## config.mk

```make
export PLATFORM = sky130hd
export DESIGN_NAME = octree_neighbor_enumerator
export DESIGN_NICKNAME = d
export VERILOG_FILES = /design/src/one_pkg.sv /design/src/octree_neighbor_enumerator.sv
export SDC_FILE = /design/constraint.sdc
export NUM_CORES = 1
export LEC_CHECK = 0
export BUFFER_PORTS_ARGS = -buffer_cell sky130_fd_sc_hd__buf_4
export CORE_UTILIZATION = 64
export CTS_CLUSTER_DIAMETER = 50
export CTS_CLUSTER_SIZE = 12
export DETAILED_ROUTE_END_ITERATION = 6
export HOLD_SLACK_MARGIN = 0.02
export PLACE_DENSITY = 0.89
export SLEW_MARGIN = 5
export SYNTH_ARGS = -nofsm -noshare
export SYNTH_HDL_FRONTEND = slang
export SYNTH_SLANG_ARGS = --single-unit
```

## constraint.sdc

```tcl
create_clock -name clk -period 14.95 [get_ports clk]
set_input_delay 1.495 -clock clk [delete_from_list [all_inputs] [get_ports clk]]
set_output_delay 1.495 -clock clk [all_outputs]
set_load 0.02 [all_outputs]
```

## src/one_pkg.sv

```systemverilog
// package with shared types and constants for the octree neighbor enumerator
`default_nettype none

package one_pkg;

  // field widths
  localparam int BOX_W  = 30;
  localparam int LVL_W  = 4;
  localparam int CNT_W  = 5;
  // per-axis coordinate width carried by a 30-bit box number
  localparam int AXIS_W = BOX_W / 3;
  // width wide enough to hold 2^level - 1 for any 4-bit level
  localparam int TOP_W  = 1 << LVL_W;

  // deepest level accepted
  localparam logic [LVL_W-1:0] MAX_LEVEL = LVL_W'(10);

  // per-axis offset codes
  localparam int OFS_W = 2;
  localparam logic [OFS_W-1:0] OFS_MINUS = 2'd0;
  localparam logic [OFS_W-1:0] OFS_ZERO  = 2'd1;
  localparam logic [OFS_W-1:0] OFS_PLUS  = 2'd2;

  // one combination of per-axis offsets, x outermost, z innermost
  typedef struct packed {
    logic [OFS_W-1:0] i;
    logic [OFS_W-1:0] j;
    logic [OFS_W-1:0] k;
  } ptr_t;

endpackage

`default_nettype wire

```

## src/octree_neighbor_enumerator.sv

```systemverilog
// octree neighbor enumerator: lists every box touching a Morton-coded box
//
//  channel | signals                                | payload
//  --------+----------------------------------------+-------------------------------------
//  in      | in_valid, in_stall (driven here)       | box_number[29:0], level[3:0]
//  out     | out_valid, out_stall (driven by sink)  | neighbor_box, neighbor_count, last, error
//
// An item gives one result per cycle unless out_stall holds the output register:
// neighbor_count results (7 to 26) from the 3x3x3 offset walker, or one if out of range.
// The next item is taken in the cycle the current item's last result enters the
// output register, so items follow each other without a gap.
// Reset (rst, synchronous) empties the walker and the output register.
// out_stall holds the output register and, through it, the walker and in_stall.
`default_nettype none

module octree_neighbor_enumerator (
  input  wire logic                        clk,
  input  wire logic                        rst,
  // input channel
  input  wire logic                        in_valid,
  output logic                             in_stall,
  input  wire logic [one_pkg::BOX_W-1:0]   box_number,
  input  wire logic [one_pkg::LVL_W-1:0]   level,
  // result channel
  output logic                             out_valid,
  input  wire logic                        out_stall,
  output logic [one_pkg::BOX_W-1:0]        neighbor_box,
  output logic [one_pkg::CNT_W-1:0]        neighbor_count,
  output logic                             last,
  output logic                             error
);

  localparam int AW = one_pkg::AXIS_W;
  localparam int CW = one_pkg::CNT_W;

  // single step through the offset space within [lo, hi] per axis
  function automatic one_pkg::ptr_t adv(one_pkg::ptr_t p, one_pkg::ptr_t lo,
                                        one_pkg::ptr_t hi);
    one_pkg::ptr_t r;
    r = p;
    if (p.k != hi.k) begin
      r.k = p.k + 2'd1;
    end else begin
      r.k = lo.k;
      if (p.j != hi.j) begin
        r.j = p.j + 2'd1;
      end else begin
        r.j = lo.j;
        r.i = p.i + 2'd1;
      end
    end
    return r;
  endfunction

  // the box itself is never emitted
  function automatic one_pkg::ptr_t skip_self(one_pkg::ptr_t p, one_pkg::ptr_t lo,
                                              one_pkg::ptr_t hi);
    one_pkg::ptr_t r;
    r = p;
    if (p.i == one_pkg::OFS_ZERO && p.j == one_pkg::OFS_ZERO && p.k == one_pkg::OFS_ZERO)
      r = adv(p, lo, hi);
    return r;
  endfunction

  // apply an offset code to a coordinate
  function automatic logic [AW-1:0] shift_coord(logic [AW-1:0] t,
                                                logic [one_pkg::OFS_W-1:0] o);
    logic [AW-1:0] r;
    r = t;
    case (o)
      one_pkg::OFS_MINUS: r = t - AW'(1);
      one_pkg::OFS_ZERO:  r = t;
      one_pkg::OFS_PLUS:  r = t + AW'(1);
      default:            r = t;
    endcase
    return r;
  endfunction

  // interleave per-axis coordinates into a Morton number
  function automatic logic [one_pkg::BOX_W-1:0] weave(logic [AW-1:0] xc, logic [AW-1:0] yc,
                                                      logic [AW-1:0] zc);
    logic [one_pkg::BOX_W-1:0] r;
    r = '0;
    for (int b = 0; b < AW; b++) begin
      r[3*b+2] = xc[b];
      r[3*b+1] = yc[b];
      r[3*b]   = zc[b];
    end
    return r;
  endfunction

  // ---------------------------------------------------------------------------
  // input decode
  logic [AW-1:0]            in_x, in_y, in_z;
  logic                     in_err;
  logic [one_pkg::TOP_W-1:0] in_top;
  one_pkg::ptr_t            in_lo, in_hi, in_first;
  logic [1:0]               nx, ny, nz;
  logic [CW-1:0]            in_cnt;

  // split the Morton number into axes
  always_comb begin
    for (int b = 0; b < AW; b++) begin
      in_x[b] = box_number[3*b+2];
      in_y[b] = box_number[3*b+1];
      in_z[b] = box_number[3*b];
    end
  end

  // range checks on level and box number
  always_comb begin
    in_err = (level == '0) || (level > one_pkg::MAX_LEVEL);
    for (int d = 0; d < AW; d++) begin
      if (box_number[3*d +: 3] != 3'b000 && one_pkg::LVL_W'(d) >= level)
        in_err = 1'b1;
    end
  end

  // per-axis offset bounds, clamped at 0 and at 2^level-1
  assign in_top = (one_pkg::TOP_W'(1) << level) - one_pkg::TOP_W'(1);

  always_comb begin
    in_lo.i = (in_x != '0) ? one_pkg::OFS_MINUS : one_pkg::OFS_ZERO;
    in_lo.j = (in_y != '0) ? one_pkg::OFS_MINUS : one_pkg::OFS_ZERO;
    in_lo.k = (in_z != '0) ? one_pkg::OFS_MINUS : one_pkg::OFS_ZERO;
    in_hi.i = (one_pkg::TOP_W'(in_x) < in_top) ? one_pkg::OFS_PLUS : one_pkg::OFS_ZERO;
    in_hi.j = (one_pkg::TOP_W'(in_y) < in_top) ? one_pkg::OFS_PLUS : one_pkg::OFS_ZERO;
    in_hi.k = (one_pkg::TOP_W'(in_z) < in_top) ? one_pkg::OFS_PLUS : one_pkg::OFS_ZERO;
  end

  assign in_first = skip_self(in_lo, in_lo, in_hi);

  // neighbor count: product of per-axis candidate counts, minus the box itself
  assign nx = in_hi.i - in_lo.i + 2'd1;
  assign ny = in_hi.j - in_lo.j + 2'd1;
  assign nz = in_hi.k - in_lo.k + 2'd1;
  assign in_cnt = CW'(CW'(nx) * CW'(ny) * CW'(nz)) - CW'(1);

  // ---------------------------------------------------------------------------
  // walker registers
  logic                busy, busy_next;
  logic                err_r;
  logic [AW-1:0]       x_r, y_r, z_r;
  one_pkg::ptr_t       lo_r, hi_r, ptr, ptr_next;
  logic [CW-1:0]       cnt_r, n_r, n_next;

  logic out_free, emit, cur_last, in_take;

  assign out_free = !out_valid || !out_stall;
  assign emit     = busy && out_free;
  assign cur_last = err_r || (n_r + CW'(1) == cnt_r);
  assign in_stall = busy && !(out_free && cur_last);
  assign in_take  = in_valid && !in_stall;

  // next walker state
  always_comb begin
    busy_next = busy;
    ptr_next  = ptr;
    n_next    = n_r;
    if (emit) begin
      ptr_next = skip_self(adv(ptr, lo_r, hi_r), lo_r, hi_r);
      n_next   = n_r + CW'(1);
      if (cur_last)
        busy_next = 1'b0;
    end
    if (in_take) begin
      busy_next = 1'b1;
      ptr_next  = in_first;
      n_next    = '0;
    end
  end

  // control state
  always_ff @(posedge clk) begin
    if (rst) begin
      busy <= 1'b0;
    end else begin
      busy <= busy_next;
    end
  end

  // item payload and walk position
  always_ff @(posedge clk) begin
    ptr <= ptr_next;
    n_r <= n_next;
    if (in_take) begin
      err_r <= in_err;
      x_r   <= in_x;
      y_r   <= in_y;
      z_r   <= in_z;
      lo_r  <= in_lo;
      hi_r  <= in_hi;
      cnt_r <= in_cnt;
    end
  end

  // ---------------------------------------------------------------------------
  // output register
  always_ff @(posedge clk) begin
    if (rst) begin
      out_valid <= 1'b0;
    end else if (emit) begin
      out_valid <= 1'b1;
    end else if (!out_stall) begin
      out_valid <= 1'b0;
    end
  end

  always_ff @(posedge clk) begin
    if (emit) begin
      if (err_r) begin
        neighbor_box   <= '0;
        neighbor_count <= '0;
        last           <= 1'b1;
        error          <= 1'b1;
      end else begin
        neighbor_box   <= weave(shift_coord(x_r, ptr.i), shift_coord(y_r, ptr.j),
                                shift_coord(z_r, ptr.k));
        neighbor_count <= cnt_r;
        last           <= cur_last;
        error          <= 1'b0;
      end
    end
  end

`ifndef SYNTHESIS
  // an error transaction is always the only and final one of its item
  assert property (@(posedge clk) disable iff (rst)
    out_valid && error |-> last && neighbor_count == '0)
    else $error("error result without last");

  // a good item always has between 7 and 26 neighbors
  assert property (@(posedge clk) disable iff (rst)
    out_valid && !error |-> neighbor_count >= CW'(7) && neighbor_count <= CW'(26))
    else $error("neighbor count out of range");

  // the walker never runs past the neighbor count
  assert property (@(posedge clk) disable iff (rst)
    busy && !err_r |-> n_r < cnt_r)
    else $error("walker ran past its count");

  // a taken input item keeps the walker busy in the next cycle
  assert property (@(posedge clk) disable iff (rst)
    in_take |=> busy)
    else $error("accepted item lost");

  // a walker that is free to move and not on its last result stays busy
  assert property (@(posedge clk) disable iff (rst)
    emit && !cur_last |=> busy && n_r == $past(n_r) + CW'(1))
    else $error("walker stopped early");
`endif

endmodule

`default_nettype wire

```

# [Word level (Yosys, flattened, before mapping)]
# Index checks and enable logic that the tools add are counted.
[totals] register_bits=94 in_bits=38 output_inout_bits=39 wordCells=156
[classes] addsub=24 mul=2 magnitude_cmp=14 n_eq_ne=17 n_shift=1 n_mux=33 reduce_logical=46
[ops] operator="$pmux W10 S2" n=3
[ops] operator="$lt A10 B16 Y1" n=3
[ops] operator="$add A10 B1 Y10 const B" n=3
[ops] operator="$reduce_bool A10 Y1" n=3
[ops] operator="$reduce_bool A3 Y1" n=10
[ops] operator="$sub A10 B1 Y10 const B" n=3
[ops] operator="$mux W2" n=13
[ops] operator="$mux W6" n=4
[ops] operator="$add A2 B1 Y2 const B" n=9
[ops] operator="$logic_and A1 B1 Y1" n=18
[ops] operator="$ge A3 B4 Y1 const A" n=4
[ops] operator="$mux W4" n=4
[ops] operator="$shl A1 B4 Y16 const A" n=1
[ops] operator="$sub A16 B2 Y16 const B" n=1
[ops] operator="$reduce_or A10 Y1" n=1
[ops] operator="$mux W1" n=9
[ops] operator="$ge A1 B4 Y1 const A" n=2
[ops] operator="$ge A2 B4 Y1 const A" n=2
[ops] operator="$ge A4 B4 Y1 const A" n=2
[ops] operator="$ne A2 B2 Y1" n=4
[ops] operator="$add A1 B1 Y2 const B" n=3
[ops] operator="$eq A2 B1 Y1 const B" n=3
[ops] operator="$eq A2 B2 Y1 const B" n=3
[ops] operator="$logic_not A2 Y1" n=3
[ops] operator="other kinds (15)" n=26

# [Logic depth before layout (Yosys ltp)]
# Gate-level depths: netlist of the first run.
[depth] depth_word=10 ltp_mapped=25 depth_no_buf=22

# [Least setup slack after synthesis of the first run]
# Ideal clock, no wire load.
[synth_timing] kind="input to register" startpoint="input port level[2] (netlist name)" endpoint="register cnt_r[4], data pin" setup_ns=0.259 arrival_ns=6.291 required_ns=14.691 path_slack_ns=8.400 path_stages=25 n_path_buf=3 path_cell_list="clkbuf_1 buf_1 nor2_1 nand3b_1 ha_1 clkbuf_1 nor4_1 a21o_1 a21oi_1 ha_1 maj3_1 a311o_1 a2111oi_0 nor4_1 ha_1 nor2_1 ha_1 ha_1 nand2b_1 ha_1 inv_1 ha_1 a21o_1 a21oi_1 xnor2_1"
[synth_between] elab_chain_cells=9 word_cells_on_any_way=17 cone_classes="add/sub (8); mul (2); order compare (3); shift (1); mux (3)"
[synth_rtl] item="start: declaration" line="octree_neighbor_enumerator.sv:23" rtl="input wire logic [one_pkg::LVL_W-1:0] level,"
[synth_rtl] item="$shl A1 B4 Y16 *" line="octree_neighbor_enumerator.sv:120" rtl="assign in_top = (one_pkg::TOP_W'(1) << level) - one_pkg::TOP_W'(1);"
[synth_rtl] item="$sub A16 B2 Y16 *" line="octree_neighbor_enumerator.sv:120"
[synth_rtl] item="$lt A10 B16 Y1, on equally long branches" line="octree_neighbor_enumerator.sv:126, octree_neighbor_enumerator.sv:127"
[synth_rtl] item="$mux W2, on equally long branches" line="octree_neighbor_enumerator.sv:126, octree_neighbor_enumerator.sv:127"
[synth_rtl] item="$sub A2 B1 Y2, on equally long branches" line="octree_neighbor_enumerator.sv:134, octree_neighbor_enumerator.sv:135"
[synth_rtl] item="$add A2 B1 Y2, on equally long branches" line="octree_neighbor_enumerator.sv:134, octree_neighbor_enumerator.sv:135"
[synth_rtl] item="$mul A2 B2 Y4" line="octree_neighbor_enumerator.sv:137" rtl="assign in_cnt = CW'(CW'(nx) * CW'(ny) * CW'(nz)) - CW'(1);"
[synth_rtl] item="$mul A4 B2 Y5 *" line="octree_neighbor_enumerator.sv:137"
[synth_rtl] item="$sub A5 B1 Y5 *" line="octree_neighbor_enumerator.sv:137"
[synth_rtl] item="net in_cnt[4]" line="octree_neighbor_enumerator.sv:99" rtl="logic [CW-1:0] in_cnt;"
[synth_rtl] item="end signal: assignment" line="octree_neighbor_enumerator.sv:193" rtl="cnt_r <= in_cnt;"
[synth_rtl] item="end: declaration" line="octree_neighbor_enumerator.sv:145" rtl="logic [CW-1:0] cnt_r, n_r, n_next;"
# The timed path passes the listed nets; every way through them passes the cells marked *.
# A chain may end at the register's enable or synchronous reset.

# [Worst setup path in the final report of the first run]
[layout_timing] startpoint="input port level[1] (netlist name)" endpoint="register cnt_r[4], data pin"
# The elaborated chain is that of the path after synthesis.

==> results of run 1 <==
cells by family after synthesis:
| kind of cell | count (synthesis) | synth area share |
|---|---|---|
| AND/OR/NAND/NOR | 225 | 0.1763 |
| AO/OA/AOI/OAI | 157 | 0.1555 |
| flip-flops | 92 | 0.4112 |
| adder cells (fa/ha/maj) | 75 | 0.1467 |
| buffers and inverters | 58 | 0.03458 |
| XOR/XNOR | 50 | 0.06802 |
| multiplexers | 5 | 0.007643 |
synth_stat cells, types with 3 or more instances:
cell type and instances:
sky130_fd_sc_hd__nand3b_1 12, sky130_fd_sc_hd__o31ai_1 9, sky130_fd_sc_hd__and3_1 8, sky130_fd_sc_hd__nor2b_1 5
sky130_fd_sc_hd__o311ai_0 3, sky130_fd_sc_hd__or3_1 6, sky130_fd_sc_hd__inv_1 40, sky130_fd_sc_hd__nand3_1 18
sky130_fd_sc_hd__nor3_1 30, sky130_fd_sc_hd__fa_1 4, sky130_fd_sc_hd__o211ai_1 5, sky130_fd_sc_hd__xnor2_1 29
sky130_fd_sc_hd__xor2_1 20, sky130_fd_sc_hd__or4_1 8, sky130_fd_sc_hd__maj3_1 3, sky130_fd_sc_hd__edfxtp_1 85
sky130_fd_sc_hd__a21oi_1 53, sky130_fd_sc_hd__and2_1 5, sky130_fd_sc_hd__o21bai_1 6, sky130_fd_sc_hd__a2111oi_0 7
sky130_fd_sc_hd__a31oi_1 6, sky130_fd_sc_hd__a21o_1 11, sky130_fd_sc_hd__clkbuf_1 14, sky130_fd_sc_hd__nand2_1 36
sky130_fd_sc_hd__nor3b_1 3, sky130_fd_sc_hd__mux2i_1 5, sky130_fd_sc_hd__a211oi_1 7, sky130_fd_sc_hd__nand2b_1 10
sky130_fd_sc_hd__ha_1 68, sky130_fd_sc_hd__or2_2 5, sky130_fd_sc_hd__nor4_1 12, sky130_fd_sc_hd__dfxtp_1 7
sky130_fd_sc_hd__o21ai_0 28, sky130_fd_sc_hd__nor2_1 59
registers in the layout, summed over array words and instances (netlist names), 5 cells and up:
| name | cells |
|---|---|
| cnt_r | 5 |
| neighbor_count | 5 |
| n_r | 5 |
| x_r | 10 |
| y_r | 10 |
| z_r | 10 |
| ptr | 6 |
| neighbor_box | 30 |
final cells by class:
type	instances	area, um^2	area share
Timing Repair Buffer	80	600.6	0.08101
Clock inverter	7	50.05	0.006751
Sequential cell	92	2693	0.3632
Tap cell	133	166.4	0.02245
Clock buffer	9	123.9	0.01671
Multi-Input combinational cell	512	3630	0.4896
Inverter	40	150.1	0.02025
routing by layer:
metal	track usage	vias up
li1	-	2618
met1	0.4229	2607
met2	0.5164	284
met3	0.06847	33
met4	0.1094	0
met5	0	-
cells in the final DEF (no fill, tap or decap), types with 3 or more instances in the layout:
cell type / n
sky130_fd_sc_hd__nand3_1: 18
sky130_fd_sc_hd__xnor2_1: 29
sky130_fd_sc_hd__o21bai_1: 6
sky130_fd_sc_hd__o21ai_0: 28
sky130_fd_sc_hd__dfxtp_1: 7
sky130_fd_sc_hd__nor3_1: 30
sky130_fd_sc_hd__ha_1: 68
sky130_fd_sc_hd__a211oi_1: 7
sky130_fd_sc_hd__nand3b_1: 12
sky130_fd_sc_hd__and3_1: 8
sky130_fd_sc_hd__nor2_1: 59
sky130_fd_sc_hd__o211ai_1: 5
sky130_fd_sc_hd__a21o_1: 11
sky130_fd_sc_hd__nand2_1: 36
sky130_fd_sc_hd__xor2_1: 20
sky130_fd_sc_hd__a2111oi_0: 7
sky130_fd_sc_hd__maj3_1: 3
sky130_fd_sc_hd__or3_1: 6
sky130_fd_sc_hd__nor3b_1: 3
sky130_fd_sc_hd__clkbuf_8: 9
sky130_fd_sc_hd__or4_1: 8
sky130_fd_sc_hd__nand2b_1: 10
sky130_fd_sc_hd__edfxtp_1: 85
sky130_fd_sc_hd__a31oi_1: 6
sky130_fd_sc_hd__or2_2: 5
sky130_fd_sc_hd__buf_4: 80
sky130_fd_sc_hd__mux2i_1: 5
sky130_fd_sc_hd__inv_1: 39
sky130_fd_sc_hd__o31ai_1: 9
sky130_fd_sc_hd__fa_1: 4
sky130_fd_sc_hd__and2_1: 5
sky130_fd_sc_hd__a21oi_1: 53
sky130_fd_sc_hd__nor4_1: 12
sky130_fd_sc_hd__nor2b_1: 5
sky130_fd_sc_hd__o311ai_0: 3
stage by stage:
stage / instance area [um^2] / worst slack [ns]
3_3_place_gp: 7239 / 8.206
2_1_floorplan: 6549 / 8.400
4_1_cts: 7413 / 8.530
5_1_grt: 7413 / 8.232
3_5_place_dp: 7239 / 8.096
6_report: 7413 / 8.514
critical path, stage by stage:
cell and delay [ns]:
sky130_fd_sc_hd__buf_4 0.17, sky130_fd_sc_hd__or4_4 0.58, sky130_fd_sc_hd__ha_1 0.36, sky130_fd_sc_hd__nor4_1 0.33, sky130_fd_sc_hd__a21o_1 0.11, sky130_fd_sc_hd__a21oi_1 0.12
sky130_fd_sc_hd__ha_1 0.21, sky130_fd_sc_hd__maj3_1 0.33, sky130_fd_sc_hd__a311o_1 0.32, sky130_fd_sc_hd__a2111oi_0 0.38, sky130_fd_sc_hd__nor4_1 0.12, sky130_fd_sc_hd__ha_1 0.33
sky130_fd_sc_hd__nor2_1 0.06, sky130_fd_sc_hd__ha_1 0.20, sky130_fd_sc_hd__ha_1 0.30, sky130_fd_sc_hd__nand2b_1 0.07, sky130_fd_sc_hd__ha_1 0.32, sky130_fd_sc_hd__inv_1 0.05
sky130_fd_sc_hd__ha_1 0.28, sky130_fd_sc_hd__a21o_1 0.17, sky130_fd_sc_hd__a21oi_1 0.16, sky130_fd_sc_hd__xnor2_1 0.09
final timing paths:
check,slack [ns],cells after the start,startpoint,end
max,8.51,22,level[1],cnt_r[4]$_DFFE_PP_
max reg2reg,11.06,9,hi_r[2]$_DFFE_PP_,ptr[3]$_DFFE_PP_
min reg2reg,0.50,2,n_r[1]$_SDFFE_PP0P_,n_r[1]$_SDFFE_PP0P_
min,0.50,2,n_r[1]$_SDFFE_PP0P_,n_r[1]$_SDFFE_PP0P_
power by group through the flow:
stage / Sequential, mW / Clock (mW) / Combinational (mW)
2_1_floorplan: 0.341 / 0 / 0.290
3_3_place_gp: 0.342 / 0 / 0.356
3_5_place_dp: 0.344 / 0 / 0.381
4_1_cts: 0.338 / 0.156 / 0.385
5_1_grt: 0.341 / 0.165 / 0.432
6_report: 0.338 / 0.154 / 0.392
==> metrics.json, run 1 <==
{
  "timing": {
    "slew_violations": 0,
    "layout_min_cycle_time_ns": 6.436,
    "hold_violations": 0,
    "skew_ns": 0.01751,
    "worst-slew-pin-transition_ns": 1.241,
    "whs_ns": 0.4954,
    "final.setup.tns_ns": 0,
    "report.final.setup_viol": 0,
    "rsz0062_at_grt": "no",
    "worst_slew_margin_rel": 0.1649,
    "final_min_period_over_clock_period": 0.4305,
    "fmax_achieved_mhz": 155.4
  },
  "cts": {
    "tritoncts": "yes",
    "cts_buffer_depth": 2,
    "clk_root_buffer_cell": "sky130_fd_sc_hd__clkbuf_8",
    "postCtsHoldBufs": 0,
    "clock_latency_ns": 0.38,
    "clock_pin_slew_on_the_worst_setup_and_hold_paths_ns": 0.09,
    "tritoncts_num_sinks": 92,
    "post_cts.repair.setup_buffers": 0,
    "cts_inserted_buffers": 9,
    "cts_resized": 0,
    "htree_num_levels": 3
  },
  "yosys": {
    "synth_seq_area_share": 0.4112,
    "post_synth_edffs": 85,
    "ys_top_cells_by_area": "sky130_fd_sc_hd__edfxtp_1 39%, sky130_fd_sc_hd__ha_1 13%, sky130_fd_sc_hd__a21oi_1 4.1%",
    "post_synth_instance_area_um2": 6549,
    "ys_ff_latch": 92,
    "syn_nets": 772,
    "postSynthCellCount": 662,
    "syn_avg_cell_area_um2": 9.892,
    "yosysUniqueCellTypes": 63,
    "post-synth-top-area-fraction": 0.3898,
    "synth_ff_type": "sky130_fd_sc_hd__edfxtp_1",
    "async_flop_share": 0,
    "netlist.top_cell.by_area": "sky130_fd_sc_hd__edfxtp_1",
    "yosysWarningCount": 0
  },
  "drt": {
    "drt_drc_violations_left": 0,
    "detail_route.wl_per_cell_um": 18.49,
    "drt-initial-drc-count": 435,
    "total_iterations_of_the_first_detailed_routing_run": 7,
    "routed-wl-met2_um": 7818,
    "wl_met3_um": 1233,
    "dr_total_vias": 5542,
    "antenna_violation_net_count_after_detailed_routing": 0,
    "top_layer": "met4",
    "route.layer.met1.wl_um": 6773,
    "route.detailed.vias_per_inst": 6.348,
    "drt-total-wl_um": 16140
  },
  "setup_path": {
    "crit_path_max_fanout": 18,
    "critPathCaptureType": "flip-flop",
    "critical_path_arrival_ns": 6.57,
    "startpoint_type_of_the_worst_setup_path": "input port",
    "timing_worst_setup_path_type": "input port to flip-flop",
    "worst-endpoint-required_ns": 15.08
  },
  "final_layout": {
    "area_delta_synth_final_pct": 13.20,
    "fill_cells": 681,
    "fraction_of_final_layout_cells_sized_beyond_drive_strength_1": 0.1486,
    "final_nets": 845,
    "postLayoutCoreUtil": 0.7515,
    "num_antenna_cells": 0,
    "layout.cells.non_filler": 873
  },
  "floorplanning": {
    "std_cell_core_area_um2": 9864,
    "rows": 36,
    "floorplan.die_area_um2": 10640,
    "initial_core_util": 0.6639,
    "chip_width_um": 103.2,
    "top_level_ports": 77,
    "floorplan.die.height_um": 103.2
  },
  "place": {
    "dpl.cell_count": 857,
    "port_buffers": 76,
    "gp_congestion": 0.9419,
    "dpl.hpwl_um": 12290
  },
  "power": {
    "seq_power_share": 0.383,
    "gate_power_share": 0.444,
    "power_density_nw_per_um2": 119.3,
    "netSwitchingPower_mw": 0.3461,
    "static-leakage-power_nw": 2.957,
    "power.share.switching": 0.3913,
    "power_frac_clock": 0.174,
    "totalPowerFinal_mw": 0.8844,
    "highest_ir_drop_seen_on_vdd_mv": 0.06136,
    "cellInternalPower_mw": 0.5383
  },
  "global_routing": {
    "grt_pass1_vias": 5237,
    "grt_util_all_layers": 0.3182,
    "grt_max_degree": 46,
    "grt_pass1_wl_um": 25340,
    "grt-ovfl-total": 0,
    "number_of_antenna_violations_at_the_first_check_in_global_routing": 0
  },
  "flow_run": {
    "max_cap_violations": 0
  },
  "status": {
    "outcome": "finished clean"
  },
  "hold_path": {
    "hold_class": "flip-flop to flip-flop"
  }
}
No activity file was read; power rests on OpenSTA's default activity.
==> run 2, diff against run 1 <==
CORE_UTILIZATION = 54   (was 64)
PLACE_DENSITY = 0.81   (was 0.89)
clock period = 5.4 ns   (was 14.95 ns; I/O delays follow)
==> metrics.json, run 2 (synthesis results as in run 1) <==
{
  "status": {
    "outcome": "complete, but fails checks",
    "violations": "DRC"
  },
  "floorplanning": {
    "initial_core_util": 0.5639,
    "top_level_ports": 77,
    "rows": 39,
    "std_cell_core_area_um2": 11610,
    "floorplan.die_area_um2": 12570,
    "chip_width_um": 112.1,
    "floorplan.die.height_um": 112.1
  },
  "final_layout": {
    "largest_register_ff_count": 30,
    "num_antenna_cells": 0,
    "postLayoutCoreUtil": 0.6600,
    "layout.cells.non_filler": 898,
    "final_cell_mix": "95 x sky130_fd_sc_hd__buf_4, 85 x sky130_fd_sc_hd__edfxtp_1, 68 x sky130_fd_sc_hd__ha_1",
    "area_delta_synth_final_pct": 17.04,
    "layout_commonest_cell": "sky130_fd_sc_hd__buf_4",
    "fraction_of_final_layout_cells_sized_beyond_drive_strength_1": 0.1669,
    "max_flop_register": "neighbor_box",
    "final_design_instance_area_without_fill_um2": 7665,
    "final_nets": 860
  },
  "timing": {
    "hold_violations": 0,
    "post-route-worst-setup-slack_ns": 0.2770,
    "whs_ns": 0.3519,
    "final.setup.tns_ns": 0,
    "report.final.setup_viol": 0,
    "final_min_period_over_clock_period": 0.9487,
    "slew_violations": 0,
    "fmax_achieved_mhz": 195.2,
    "worst-slew-pin-transition_ns": 1.116,
    "skew_ns": 0.008026,
    "worst_slew_margin_rel": 0.2463,
    "rsz0062_at_grt": "no",
    "layout_min_cycle_time_ns": 5.123
  },
  "global_routing": {
    "grt_max_degree": 48,
    "number_of_antenna_violations_at_the_first_check_in_global_routing": 0,
    "grt_util_all_layers": 0.2641,
    "grt_pass1_wl_um": 26210,
    "grt_pass1_vias": 5395,
    "grt-ovfl-total": 0
  },
  "setup_path": {
    "worst-endpoint-required_ns": 5.50,
    "crit_path_max_fanout": 4,
    "critical_path_arrival_ns": 5.22,
    "critical_path.most_common_cell": "sky130_fd_sc_hd__ha_1",
    "slowest_delay_ns": 0.54,
    "cp_cell_sequence": "buf_4 > or4_4 > ha_1 > nor4_1 > a21o_1 > a21oi_1 > ha_1 > maj3_1 > a311o_1 > a2111oi_2 > nor4_1 > ha_1 > nor2_1 > ha_1 > ha_1 > nand2b_1 > ha_1 > inv_1 > ha_1 > a21o_1 > a21oi_1 > xnor2_1",
    "critPathCaptureType": "flip-flop",
    "slowest_stage": "sky130_fd_sc_hd__or4_4",
    "startpoint_type_of_the_worst_setup_path": "input port",
    "timing_worst_setup_path_type": "input port to flip-flop"
  },
  "drt": {
    "total_iterations_of_the_first_detailed_routing_run": 7,
    "dr_total_vias": 5537,
    "wl_met3_um": 1029,
    "drt-total-wl_um": 16010,
    "top_layer": "met4",
    "drt_drc_violations_left": 5,
    "route.detailed.vias_per_inst": 6.166,
    "detail_route.wl_per_cell_um": 17.82,
    "route.layer.met1.wl_um": 6975,
    "antenna_violation_net_count_after_detailed_routing": 0,
    "drt-initial-drc-count": 421,
    "routed-wl-met2_um": 7747
  },
  "place": {
    "gp_congestion": 0.9372,
    "post-place-ws_ns": -0.1410,
    "place_area_um2": 7373,
    "port_buffers": 76,
    "dpl.hpwl_um": 12440,
    "dpl.cell_count": 882
  },
  "cts": {
    "cts_buffer_depth": 2,
    "clock_pin_slew_on_the_worst_setup_and_hold_paths_ns": 0.06,
    "tritoncts": "yes",
    "tritoncts_num_sinks": 92,
    "clock_latency_ns": 0.35,
    "cts_inserted_buffers": 9,
    "htree_num_levels": 3,
    "clk_root_buffer_cell": "sky130_fd_sc_hd__clkbuf_16"
  },
  "power": {
    "highest_ir_drop_seen_on_vdd_mv": 0.1844,
    "static-leakage-power_nw": 3.091,
    "power_density_nw_per_um2": 342.1,
    "totalPowerFinal_mw": 2.622
  },
  "flow_run": {
    "max_cap_violations": 0
  },
  "hold_path": {
    "hold_class": "input port to flip-flop"
  }
}
-- run 2: worst paths after layout --
path | start | to | slack (ns) | cells after the start
max | level[1] | cnt_r[4]$_DFFE_PP_ | 0.28 | 22
min | rst | busy$_SDFFE_PP0P_ | 0.35 | 2
max reg2reg | ptr[0]$_DFFE_PP_ | ptr[3]$_DFFE_PP_ | 1.83 | 9
min reg2reg | n_r[1]$_SDFFE_PP0P_ | n_r[1]$_SDFFE_PP0P_ | 0.50 | 2
-- run 2: power breakdown --
| part | leakage, nW | internal, mW | switching [mW] |
|---|---|---|---|
| combinational | 2.05 | 0.453 | 0.623 |
| sequential | 0.900 | 0.875 | 0.0623 |
| clock | 0.137 | 0.354 | 0.254 |
| total | 3.09 | 1.68 | 0.940 |
-- run 2: repair_timing --
action / CTS / global route
buffers inserted: 0 / 0
resized for setup: 0 / 1
hold buffers: 0 / 0
setup endpoints to repair: 0 / 1
-- run 2: metal layers --
layer / track usage / vias to the layer above
met5: 0 / -
met4: 0.09244 / 0
met3: 0.04914 / 23
met2: 0.4547 / 183
met1: 0.3340 / 2680
li1: - / 2651
-- run 2: critical path, delay by kind of cell --
family	cells	cell delay, ns
buf+inv	2	0.17
simple gates	5	0.96
compound gates	6	1.24
fa+ha+maj	8	2.21
xor+xnor	1	0.10
-- run 2: area by class of cell --
type,count,area (um^2)
fillers,936,3949
repair buffers,95,713.2
well taps,143,178.9
clock buffers,10,229.0
multi-input cells,512,3646
inverters,40,150.1
flip-flops and latches,92,2693
clock inverters,6,55.05
